$ cat src/design/sb16_pkg.sv
`timescale 1ns / 1ps
`default_nettype none

package sb16_pkg;

  localparam int LANES  = 4;
  localparam int LANE_W = 16;
  localparam int WORD_W = LANES * LANE_W;

  // lane pipeline depth plus merge depth
  localparam int LANE_STAGES  = 8;
  localparam int MERGE_STAGES = 3;
  localparam int LATENCY      = LANE_STAGES + MERGE_STAGES;

  localparam logic [31:0] GOLD32 = 32'h9e37_79b9;
  localparam logic [31:0] MUL_A  = 32'h85eb_ca6b;
  localparam logic [31:0] MUL_B  = 32'hc2b2_ae35;

  localparam logic [15:0] PIVOT    = 16'd32749;
  localparam logic [15:0] FULL16   = 16'hFFFF;
  localparam logic [15:0] DIV_HIGH = 16'd32786;  // FULL16 - PIVOT
  localparam logic [15:0] POLY_A   = 16'd40503;
  localparam logic [15:0] POLY_B   = 16'd11467;

  // floor(2^32 / divisor); quotient estimate is exact or one short
  localparam logic [17:0] RECIP_LOW  = 18'd131148;
  localparam logic [17:0] RECIP_HIGH = 18'd131000;

  localparam logic [63:0] GOLD64 = 64'h9E37_79B9_7F4A_7C15;

  localparam int ROT_A = 13;
  localparam int ROT_B = 37;

endpackage

`default_nettype wire

$ cat src/design/sb16_merge.sv
`timescale 1ns / 1ps
`default_nettype none

module sb16_merge (
  input  wire logic                       clk,
  input  wire logic [sb16_pkg::WORD_W-1:0] lanes,
  output logic      [sb16_pkg::WORD_W-1:0] mixed
);
  import sb16_pkg::*;

  logic [WORD_W-1:0] z_a, z_b, s1_z;
  logic [63:0]       ll;
  logic [63:0]       lh, hl;
  logic [63:0]       s2_ll;
  logic [31:0]       s2_lh, s2_hl;

  always_comb begin
    z_a = lanes ^ {lanes[WORD_W-ROT_A-1:0], lanes[WORD_W-1:WORD_W-ROT_A]};
    z_b = z_a ^ {z_a[WORD_W-ROT_B-1:0], z_a[WORD_W-1:WORD_W-ROT_B]};
  end

  always_ff @(posedge clk) begin
    s1_z <= z_b;
  end

  // 64 x 64 product modulo 2^64 from three 32 x 32 partial products
  always_comb begin
    ll = {32'b0, s1_z[31:0]}  * {32'b0, GOLD64[31:0]};
    lh = {32'b0, s1_z[31:0]}  * {32'b0, GOLD64[63:32]};
    hl = {32'b0, s1_z[63:32]} * {32'b0, GOLD64[31:0]};
  end

  always_ff @(posedge clk) begin
    s2_ll <= ll;
    s2_lh <= lh[31:0];
    s2_hl <= hl[31:0];
  end

  always_ff @(posedge clk) begin
    mixed <= {s2_ll[63:32] + s2_lh + s2_hl, s2_ll[31:0]};
  end

endmodule

`default_nettype wire

$ cat config.mk
export PLATFORM = sky130hd
export DESIGN_NAME = sb16_merge
export DESIGN_NICKNAME = d
export VERILOG_FILES = /design/src/design/sb16_pkg.sv /design/src/design/sb16_merge.sv
export SDC_FILE = /design/constraint.sdc
export NUM_CORES = 2
export LEC_CHECK = 0
export BUFFER_PORTS_ARGS = -buffer_cell sky130_fd_sc_hd__buf_2
export CAP_MARGIN = 5
export CORE_ASPECT_RATIO = 0.6
export CORE_MARGIN = 5
export CORE_UTILIZATION = 49
export DETAILED_ROUTE_END_ITERATION = 12
export HOLD_SLACK_MARGIN = 0.08
export PLACE_DENSITY_LB_ADDON = 0.08
export SYNTH_ARGS = -nofsm -noshare
export SYNTH_HDL_FRONTEND = slang
export SYNTH_SLANG_ARGS = --single-unit
$ cat constraint.sdc
create_clock -name clk -period 10.5 [get_ports clk]
set_clock_uncertainty 0.2 [all_clocks]
set_input_delay 0.525 -clock clk [delete_from_list [all_inputs] [get_ports clk]]
set_output_delay 0.525 -clock clk [all_outputs]
set_load 0.02 [all_outputs]
==> metrics.csv <==
metric,value,unit
status,completed,
setup.worst_path.start_class,register,
r2r_slack,1.59,ns
initial_core_util,49.6,%
first_pass_iters,6,
coreArea,0.0819,mm^2
cp_max_fo,8,
slew_violations,0,
hold_viol,0,
layout.nets,5594,
final_cell_mix,"inv_1 (1,049), fa_1 (790), ha_1 (711)",
grt_max_degree,17,
maxSlewHeadroom,27.0,%
ys_seq_elements,253,
synth_fa_ha_area_share,60.8,%
io_buffer_count,128,
globalRouteOverflowTotal,0,
wl_per_cell,28.4,um
r2r_end,s2_ll[62]$_DFF_P_,
dp.final_hpwl,132,mm
reg2regPathDepth,23,
avgSynthCellArea,10.6,um^2
vias,27300,
grt_pass1_vias,27800,
fmax,112,MHz
cts.path.max_buffers,3,
clk_latency,0.64,ns
rows,81,
dieWidth,382,um
wirelength,146,mm
synth_edf_count,0,
synth-simple-area-share,3.01,%
holdPathStages,3,
synth_ff_type,dfxtp_1,
postCtsSetupBuffers,0,
synthXorXnorAreaFrac,7.59,%
holdCritPathClass,in2reg,
viasPerCell,5.32,
dp_cells,5031,
path_buf_inv,4,
die_y,233,um
slowest_delay,0.75,ns
syn_nets,5383,
cts_resized,0,
end_kind,register,
cts_inserted_buffers,30,
tns,0,ns
path_class,reg2reg,
required,10.79,ns
ys_async_sr_fraction,0,%
cts_htree_levels,1,
cap_violations,0,
finalCritPeriodShare,84.9,%
synthCells,3817,
rsz0062_at_grt,no,
clkSinkCount,253,
crit_slowest_cell,dfxtp_1,
routabilityCongestion,1.10,
synth-seq-area-share,12.5,%
fin_cells,5138,
cp_common_cell,fa_1,
hold_start,lanes[57],
antenna_found_initial,8,
path_clk_slew,0.07,ns
cp_top_family,adder cells,
finalSetupViolCount,0,
grt_pass1_wl,207,mm
ant_nets,0,
drc,0,
tightest_slew,1.09,ns
netlist_area,0.0406,mm^2
r2r-start,s1_z[7]$_DFF_P_,
cp_cell_sequence,"inv_1, fa_1, inv_1, ha_1, ha_1, fa_1, fa_1, inv_1, fa_1, inv_1, fa_1, fa_1, ha_1, a21o_1, a21o_1, a221oi_1, o21ai_1, nand3_1, nand2_1, nor2_1, o22ai_1, o31ai_1, xnor2_1",
ys_warn_count,0,
gr-usage-all-layers,33.4,%
min_to,s1_z[57]$_DFF_P_,
period_needed,8.91,ns
layout-drive-gt1-share,5.38,%
synth_compound_area_share,6.27,%
synth_top_family_by_area,adder cells,
synthMuxAreaShare,0.0739,%
drtIter0Drc,2785,
dieArea,0.0890,mm^2
cts_tree,done,
cts_root_buf,clkbuf_16,
final_common_cell,inv_1,
cp_data_arrival_time,9.20,ns
ioPinCount,129,
synth_cell_type_count,67,
area_growth,8.89,%
final_core_util,54.0,%
layer usage:
layer / part of all wire (%) / global-route usage (%) / vias to the layer above
li1: - / - / 12300
met1: 49 / 52.7 / 13500
met2: 30 / 34.9 / 1420
met3: 18 / 23.5 / 97
met4: 1.6 / 4.68 / 6
met5: 0.15 / 1.53 / -
worst max-delay path by stage:
stage | startpoint | endpoint | slack (ns) | cells after the start
floorplan | s1_z[10]$_DFF_P_ | s2_ll[51]$_DFF_P_ | 3.28 | 24
global placement | s1_z[7]$_DFF_P_ | s2_ll[62]$_DFF_P_ | 1.78 | 23
detailed placement | s1_z[7]$_DFF_P_ | s2_ll[62]$_DFF_P_ | 1.94 | 23
CTS | s1_z[7]$_DFF_P_ | s2_ll[62]$_DFF_P_ | 1.87 | 23
global route | s1_z[7]$_DFF_P_ | s2_ll[62]$_DFF_P_ | 1.49 | 23
finish | s1_z[7]$_DFF_P_ | s2_ll[62]$_DFF_P_ | 1.59 | 23
area by class of cell:
| cell class | count | area (um^2) |
|---|---|---|
| inverter | 1049 | 3940 |
| tap | 1079 | 1350 |
| sequential | 253 | 5060 |
| clock buffer | 33 | 772 |
| timing repair buffer | 191 | 1220 |
| clock inverter | 23 | 295 |
| fill | 7497 | 37600 |
| antenna | 7 | 17.5 |
| multi-input combinational | 2503 | 31600 |
through the flow:
step | hold WS (ns) | area [um^2] | setup slack, ns
global route | 0.103 | 44200 | 1.49
global placement | 0.110 | 42700 | 1.78
floorplan | 0.110 | 40600 | 3.28
detailed placement | 0.112 | 42700 | 1.94
finish | 0.111 | 44300 | 1.59
CTS | 0.0815 | 44200 | 1.87
Yosys cell counts, types with 26 or more instances:
master / number / share of area, %
a21o_1: 59 / 1.1
nor3_1: 26 / 0.32
a21oi_1: 127 / 1.6
ha_1: 711 / 22
dfxtp_1: 253 / 12
fa_1: 790 / 39
xnor2_1: 272 / 5.9
inv_1: 1049 / 9.7
o21ai_0: 72 / 0.89
xor2_1: 80 / 1.7
nor2_1: 74 / 0.68
nand2_1: 59 / 0.54
state kept, by name (all words and copies together), names as in the netlist:
register,count
s2_lh,32
s1_z,64
mixed,64
s2_ll,61
s2_hl,32
what timing repair did:
action	4_1_cts	5_1_grt
endpoints found under the setup margin	0	0
hold buffers	44	0
hold endpoints to repair	26	0
kinds of logic (layout without fill, tap and decap cells):
logic type | after synthesis | after routing
AOI/OAI and AO/OA | 391 | 391
xor gates and xnor gates | 352 | 352
adders and majority gates | 1501 | 1501
buffers and inverters | 1061 | 1296
DFF | 253 | 253
muxes | 3 | 3
other | 0 | 7
and+or+nand+nor | 256 | 256
worst min-delay path, cell delays in order:
cell	delay, ns
buf_2	0.12
xor2_1	0.11
xnor2_1	0.13
Power is left out: the tool's default activity adds up to more than one toggle a clock period on the data nets, which glitch-free logic cannot reach.
