File: src/design/sb16_pkg.sv
`timescale 1ns / 1ps
`default_nettype none

package sb16_pkg;

  localparam int LANES  = 4;
  localparam int LANE_W = 16;
  localparam int WORD_W = LANES * LANE_W;

  // lane pipeline depth plus merge depth
  localparam int LANE_STAGES  = 8;
  localparam int MERGE_STAGES = 3;
  localparam int LATENCY      = LANE_STAGES + MERGE_STAGES;

  localparam logic [31:0] GOLD32 = 32'h9e37_79b9;
  localparam logic [31:0] MUL_A  = 32'h85eb_ca6b;
  localparam logic [31:0] MUL_B  = 32'hc2b2_ae35;

  localparam logic [15:0] PIVOT    = 16'd32749;
  localparam logic [15:0] FULL16   = 16'hFFFF;
  localparam logic [15:0] DIV_HIGH = 16'd32786;  // FULL16 - PIVOT
  localparam logic [15:0] POLY_A   = 16'd40503;
  localparam logic [15:0] POLY_B   = 16'd11467;

  // floor(2^32 / divisor); quotient estimate is exact or one short
  localparam logic [17:0] RECIP_LOW  = 18'd131148;
  localparam logic [17:0] RECIP_HIGH = 18'd131000;

  localparam logic [63:0] GOLD64 = 64'h9E37_79B9_7F4A_7C15;

  localparam int ROT_A = 13;
  localparam int ROT_B = 37;

endpackage

`default_nettype wire

File: src/design/sb16_lane.sv
`timescale 1ns / 1ps
`default_nettype none

module sb16_lane (
  input  wire logic                       clk,
  input  wire logic                       map_mode,
  input  wire logic [sb16_pkg::LANE_W-1:0] lane,
  output logic      [sb16_pkg::LANE_W-1:0] sbox
);
  import sb16_pkg::*;

  logic [31:0] x_add, a_in;
  logic [31:0] s1_a, s2_b, s3_c, s4_m;
  logic [31:0] c_xs, mul_a, mul_b;

  logic [15:0] v4, base4;
  logic        lt4;

  logic [31:0] s5_n, s5_pa;
  logic [15:0] s5_v, s5_mh;
  logic        s5_lt;

  logic [17:0] recip;
  logic [49:0] prod_r;
  logic [31:0] poly_pp;
  logic [15:0] s6_q, s6_v, s6_mh;
  logic [31:0] s6_n, s6_pp;
  logic        s6_lt;

  logic [15:0] div6;
  logic [31:0] s7_qd, s7_n;
  logic [15:0] s7_q, s7_mh, s7_poly, poly_sum;
  logic        s7_lt;

  logic [15:0] div7, q_fix;
  logic [31:0] rem;

  always_comb begin
    x_add = {16'b0, lane} + GOLD32;
    a_in  = x_add ^ (x_add >> 16);
    mul_a = s1_a * MUL_A;
    c_xs  = s2_b ^ (s2_b >> 13);
    mul_b = c_xs * MUL_B;
  end

  always_ff @(posedge clk) begin
    s1_a <= a_in;
    s2_b <= mul_a;
    s3_c <= mul_b;
    s4_m <= s3_c ^ (s3_c >> 16);
  end

  // numerator of the tent map is base * 65535, built by shift and subtract
  always_comb begin
    v4    = s4_m[15:0];
    lt4   = v4 < PIVOT;
    base4 = lt4 ? v4 : (FULL16 - v4);
  end

  always_ff @(posedge clk) begin
    s5_n  <= {base4, 16'b0} - {16'b0, base4};
    s5_lt <= lt4;
    s5_v  <= v4;
    s5_mh <= s4_m[31:16];
    s5_pa <= {16'b0, POLY_A} * {16'b0, v4};
  end

  always_comb begin
    recip   = s5_lt ? RECIP_LOW : RECIP_HIGH;
    prod_r  = {18'b0, s5_n} * {32'b0, recip};
    poly_pp = s5_pa * {16'b0, FULL16 - s5_v};
  end

  always_ff @(posedge clk) begin
    s6_q  <= prod_r[47:32];
    s6_pp <= poly_pp;
    s6_n  <= s5_n;
    s6_lt <= s5_lt;
    s6_v  <= s5_v;
    s6_mh <= s5_mh;
  end

  always_comb begin
    div6     = s6_lt ? PIVOT : DIV_HIGH;
    poly_sum = s6_v + s6_pp[31:16] + POLY_B + {1'b0, s6_mh[15:1]};
  end

  always_ff @(posedge clk) begin
    s7_qd   <= {16'b0, s6_q} * {16'b0, div6};
    s7_q    <= s6_q;
    s7_n    <= s6_n;
    s7_lt   <= s6_lt;
    s7_mh   <= s6_mh;
    s7_poly <= poly_sum;
  end

  // bump the estimate once when the remainder still reaches the divisor
  always_comb begin
    div7  = s7_lt ? PIVOT : DIV_HIGH;
    rem   = s7_n - s7_qd;
    q_fix = s7_q + {15'b0, (rem >= {16'b0, div7})};
  end

  always_ff @(posedge clk) begin
    sbox <= map_mode ? (q_fix ^ s7_mh) : s7_poly;
  end

endmodule

`default_nettype wire

File: config.mk
export PLATFORM = sky130hd
export DESIGN_NAME = sb16_lane
export DESIGN_NICKNAME = d
export VERILOG_FILES = /design/src/design/sb16_pkg.sv /design/src/design/sb16_lane.sv
export SDC_FILE = /design/constraint.sdc
export NUM_CORES = 2
export LEC_CHECK = 0
export ABC_AREA = 0
export BUFFER_PORTS_ARGS = -buffer_cell sky130_fd_sc_hd__clkbuf_2
export CAP_MARGIN = 10
export CORE_ASPECT_RATIO = 1.1
export CORE_UTILIZATION = 50
export CTS_BUF_LIST = sky130_fd_sc_hd__clkbuf_8
export DETAILED_ROUTE_END_ITERATION = 8
export PLACE_DENSITY = 0.73
export SETUP_SLACK_MARGIN = 0.02
export SLEW_MARGIN = 40
export SYNTH_ARGS = -nofsm -noshare
export SYNTH_HDL_FRONTEND = slang
export SYNTH_SLANG_ARGS = --single-unit
File: constraint.sdc
create_clock -name clk -period 10.55 [get_ports clk]
set_input_delay 1.055 -clock clk [delete_from_list [all_inputs] [get_ports clk]]
set_output_delay 1.055 -clock clk [all_outputs]
set_load 0.1 [all_outputs]
==> impl_results.md <==
* Initial antenna violation count at 3
* Total GRT Usage at 24.42%
* CTS tree: yes
* Largest area contributor in the synthesized netlist: fa_1
* Least-Margin Pin Slew at 0.8972 ns
* Worst Skew at 0.05080 ns
* Initial Util at 50.44%
* Vias in the first global route at 47670
* Worst slew margin at 40.10%
* Die height at 383.0 microns
* Highest net fanout along the worst path at 57
* Residual DRC at 0
* Top cells by area, synth: fa_1, ha_1, dfxtp_1
* Largest net degree at the start of global routing at 58
* RePlAce Congestion at 0.9463
* GRT met1 Usage at 32.03%
* Post-synthesis async set-or-reset flop share at 0%
* Met2 Usage GRT at 41.76%
* RR Startpoint: s5_lt$_DFF_P_
* Reg clk slew, reported paths at 0.07 ns
* Largest stage delay on the critical path at 0.71 ns
* FF-to-FF setup slack at 2.91 ns
* Iteration-0 DRC Markers at 2296
* Critical Path End Type: flip-flop
* DR vias/cell at 5.091
* Post-CTS Setup Repair Bufs at 0
* Max Freq at 0.1308 GHz
* Hold path cells at 0
* Final min period at 7.644 ns
* Die width at 348.3 microns
* Share of cells above drive strength 1 at 3.832%
* Post-synthesis sequential area ratio at 13.26%
* Post-layout nets at 8918
* Syn. warnings at 0
* First-pass GRT wire length at 254800 microns
* Post-synth EDFFs at 0
* Mean Syn Cell Area at 9.852 sq um
* Post-CTS sizing at 0
* CTS sink cnt at 437
* H-tree depth at 3
* Placeable Area at 0.1308 sq mm
* CP required at 11.17 ns
* Final Hold Vio Count at 0
* Outcome: finished clean
* IO buf count at 33
* Busiest grt layer: met2
* Num CTS Buffers at 77
* Kind of critical path: flip-flop to flip-flop
* Post-Synthesis Cells at 6696
* WL/cell at 18.31 microns
* Setup violators final at 0
* Met3 Use GR at 3.020%
* Vias at 43530
* P&R area growth vs syn at 6.024%
* Hold-fix buffers, CTS at 0
* DRT antenna net count at 0
* Skew-Pair Late Insertion Delay at 0.73 ns
* Die area at 0.1334 sq mm
* Main synth FF type: dfxtp_1
* Fin crit share at 72.46%
* Critical R2R Capture: s6_q[14]$_DFF_P_
* R2R cell count at 23
* Type of the worst min-delay path: flip-flop to flip-flop
* Post-synth top area share at 37.45%
* RSZ-0062 raised after global routing: no
* Hold Startpoint: s4_m[20]$_DFF_P_
* Total Routed Length at 156500 microns
* Fill cells at 11630
* Top delay family on crit path: adder cells
* Max Cap Violations at 0
* FP Rows at 139
* Drt pass-1 iters at 6
* Most used cell, CP: fa_1
* Hold worst-path end: s5_mh[4]$_DFF_P_
* Slew Viols, Final at 0
* Setup TNS Final at 0 ns
* Top Ports at 34
* Detail Placement HPWL at 134300 microns
* Cell Area, Synth at 0.06597 sq mm
* FF+latch count, synth at 437
* CP max stage cell: dfxtp_2
* Clock tree buffer depth at 3
* Root Buffer: clkbuf_8
* WP data arrival at 8.26 ns
* Most common cell in the netlist: inv_1
* Crit path buf inv count at 6
* Total gr overflow at 0
* Post-synth top cells: inv_1, fa_1, ha_1, dfxtp_1, nand2b_1
* Cell variety after synth at 82
* Startpoint types: flip-flop
* CP cell instances: buf_4 > nand2b_1 > inv_1 > fa_1 > inv_1 > fa_1 > inv_1 > fa_1 > fa_1 > fa_1 > inv_1 > fa_1 > inv_1 > ha_1 > nand2_1 > nor3_1 > o2111ai_1 > a21oi_1 > a21oi_2 > a211o_1 > a21boi_0 > o211ai_1 > a221oi_1
placed cells by master (no fill, tap or decap), types with 6 or more instances in the layout:
| cell | netlist | final |
|---|---|---|
| a311oi_1 | 7 | 7 |
| and2_1 | 48 | 48 |
| o21a_1 | 34 | 34 |
| buf_4 | 1 | 32 |
| nand4_1 | 20 | 20 |
| or4_1 | 10 | 10 |
| a2111oi_0 | 10 | 10 |
| dfxtp_1 | 437 | 432 |
| and3_1 | 28 | 28 |
| o21ai_0 | 115 | 115 |
| inv_1 | 1883 | 1896 |
| clkbuf_8 | 0 | 98 |
| nor4_1 | 6 | 6 |
| o211ai_1 | 11 | 11 |
| ha_1 | 936 | 936 |
| bufinv_16 | 0 | 7 |
| nand2b_1 | 323 | 323 |
| a211oi_1 | 32 | 32 |
| a21o_1 | 65 | 65 |
| o31ai_1 | 7 | 7 |
| nor2b_1 | 162 | 162 |
| nand2_1 | 166 | 166 |
| a31oi_1 | 13 | 13 |
| clkbuf_2 | 0 | 33 |
| or2_2 | 36 | 36 |
| a211o_1 | 13 | 13 |
| nor3_1 | 40 | 39 |
| a21boi_0 | 16 | 16 |
| o21bai_1 | 15 | 15 |
| xor2_1 | 102 | 101 |
| o22ai_1 | 6 | 6 |
| nor2_1 | 207 | 207 |
| fa_1 | 1234 | 1234 |
| o2111ai_1 | 15 | 15 |
| a21oi_1 | 165 | 164 |
| xnor2_1 | 274 | 274 |
| mux2_2 | 14 | 14 |
| nand3_1 | 37 | 37 |
| or3_1 | 16 | 16 |
| a221oi_1 | 6 | 6 |
state kept, by name, summed over array words and instances, names as in the netlist, 16 cells and up:
signal and count:
s2_b 32, s5_pa 31, s7_n 32, s5_n 31
s7_poly 16, s5_mh 16, s6_mh 16, s6_q 16
s4_m 32, s1_a 20, s6_pp 16, sbox 16
s5_v 16, s7_mh 16, s6_v 16, s6_n 32
s7_q 16, s3_c 32, s7_qd 32
kinds of logic (layout without fill, tap and decap cells):
group,Yosys count,in the layout,share of synthesized area (%)
XOR/XNOR,376,376,4.992
other,2,7,0.01138
AO/OA/AOI/OAI,581,581,5.745
adder cells (fa/ha/maj),2171,2171,55.22
flip-flops,437,437,13.26
multiplexers,17,17,0.3035
buffers and inverters,1996,2083,11.37
AND/OR/NAND/NOR,1116,1116,9.097
layer usage:
| layer | part of all wire, % | wire length (microns) | vias up |
|---|---|---|---|
| li1 | - | - | 20320 |
| met1 | 43 | 67340 | 21880 |
| met2 | 49 | 76860 | 1053 |
| met3 | 4.4 | 6936 | 284 |
| met4 | 3.4 | 5396 | 0 |
| met5 | 0 | 0 | - |
per-stage QoR:
stage	utilization, %	instances	cell area (sq um)	setup slack (ns)	hold WS (ns)
2_1_floorplan	-	6698	65970	3.804	0.3096
3_3_place_gp	52.11	8413	68160	2.965	0.3096
3_5_place_dp	52.12	8413	68170	2.764	0.3121
4_1_cts	53.47	8547	69930	2.731	0.3143
5_1_grt	53.47	8548	69940	2.393	0.3189
6_report	53.48	8550	69940	2.906	0.3177
how the worst max path moves through the flow:
stage / slack, ns / end / depth (start not counted) / start
after detailed placement: 2.76 / s6_q[15]$_DFF_P_ / 20 / s5_lt$_DFF_P_
after global placement: 2.96 / s6_q[15]$_DFF_P_ / 22 / s5_lt$_DFF_P_
after floorplan: 3.80 / s3_c[29]$_DFF_P_ / 24 / s2_b[19]$_DFF_P_
after global routing: 2.39 / s6_q[15]$_DFF_P_ / 23 / s5_lt$_DFF_P_
after CTS: 2.73 / s6_q[15]$_DFF_P_ / 20 / s5_lt$_DFF_P_
final: 2.91 / s6_q[14]$_DFF_P_ / 23 / s5_lt$_DFF_P_
layout make-up:
| type | instances | area [sq um] | area share (%) |
|---|---|---|---|
| clock inverters | 36 | 407.9 | 0.5832 |
| multi-input cells | 4265 | 49740 | 71.12 |
| flip-flops and latches | 437 | 8755 | 12.52 |
| clock buffers | 98 | 1349 | 1.928 |
| inverters | 1884 | 7072 | 10.11 |
| well taps | 1762 | 2205 | 3.152 |
| repair buffers | 65 | 405.4 | 0.5796 |
| diodes | 3 | 7.507 | 0.01073 |
Power is left out: the tool's default activity adds up to more than one toggle a clock period on the data nets, which glitch-free logic cannot reach.
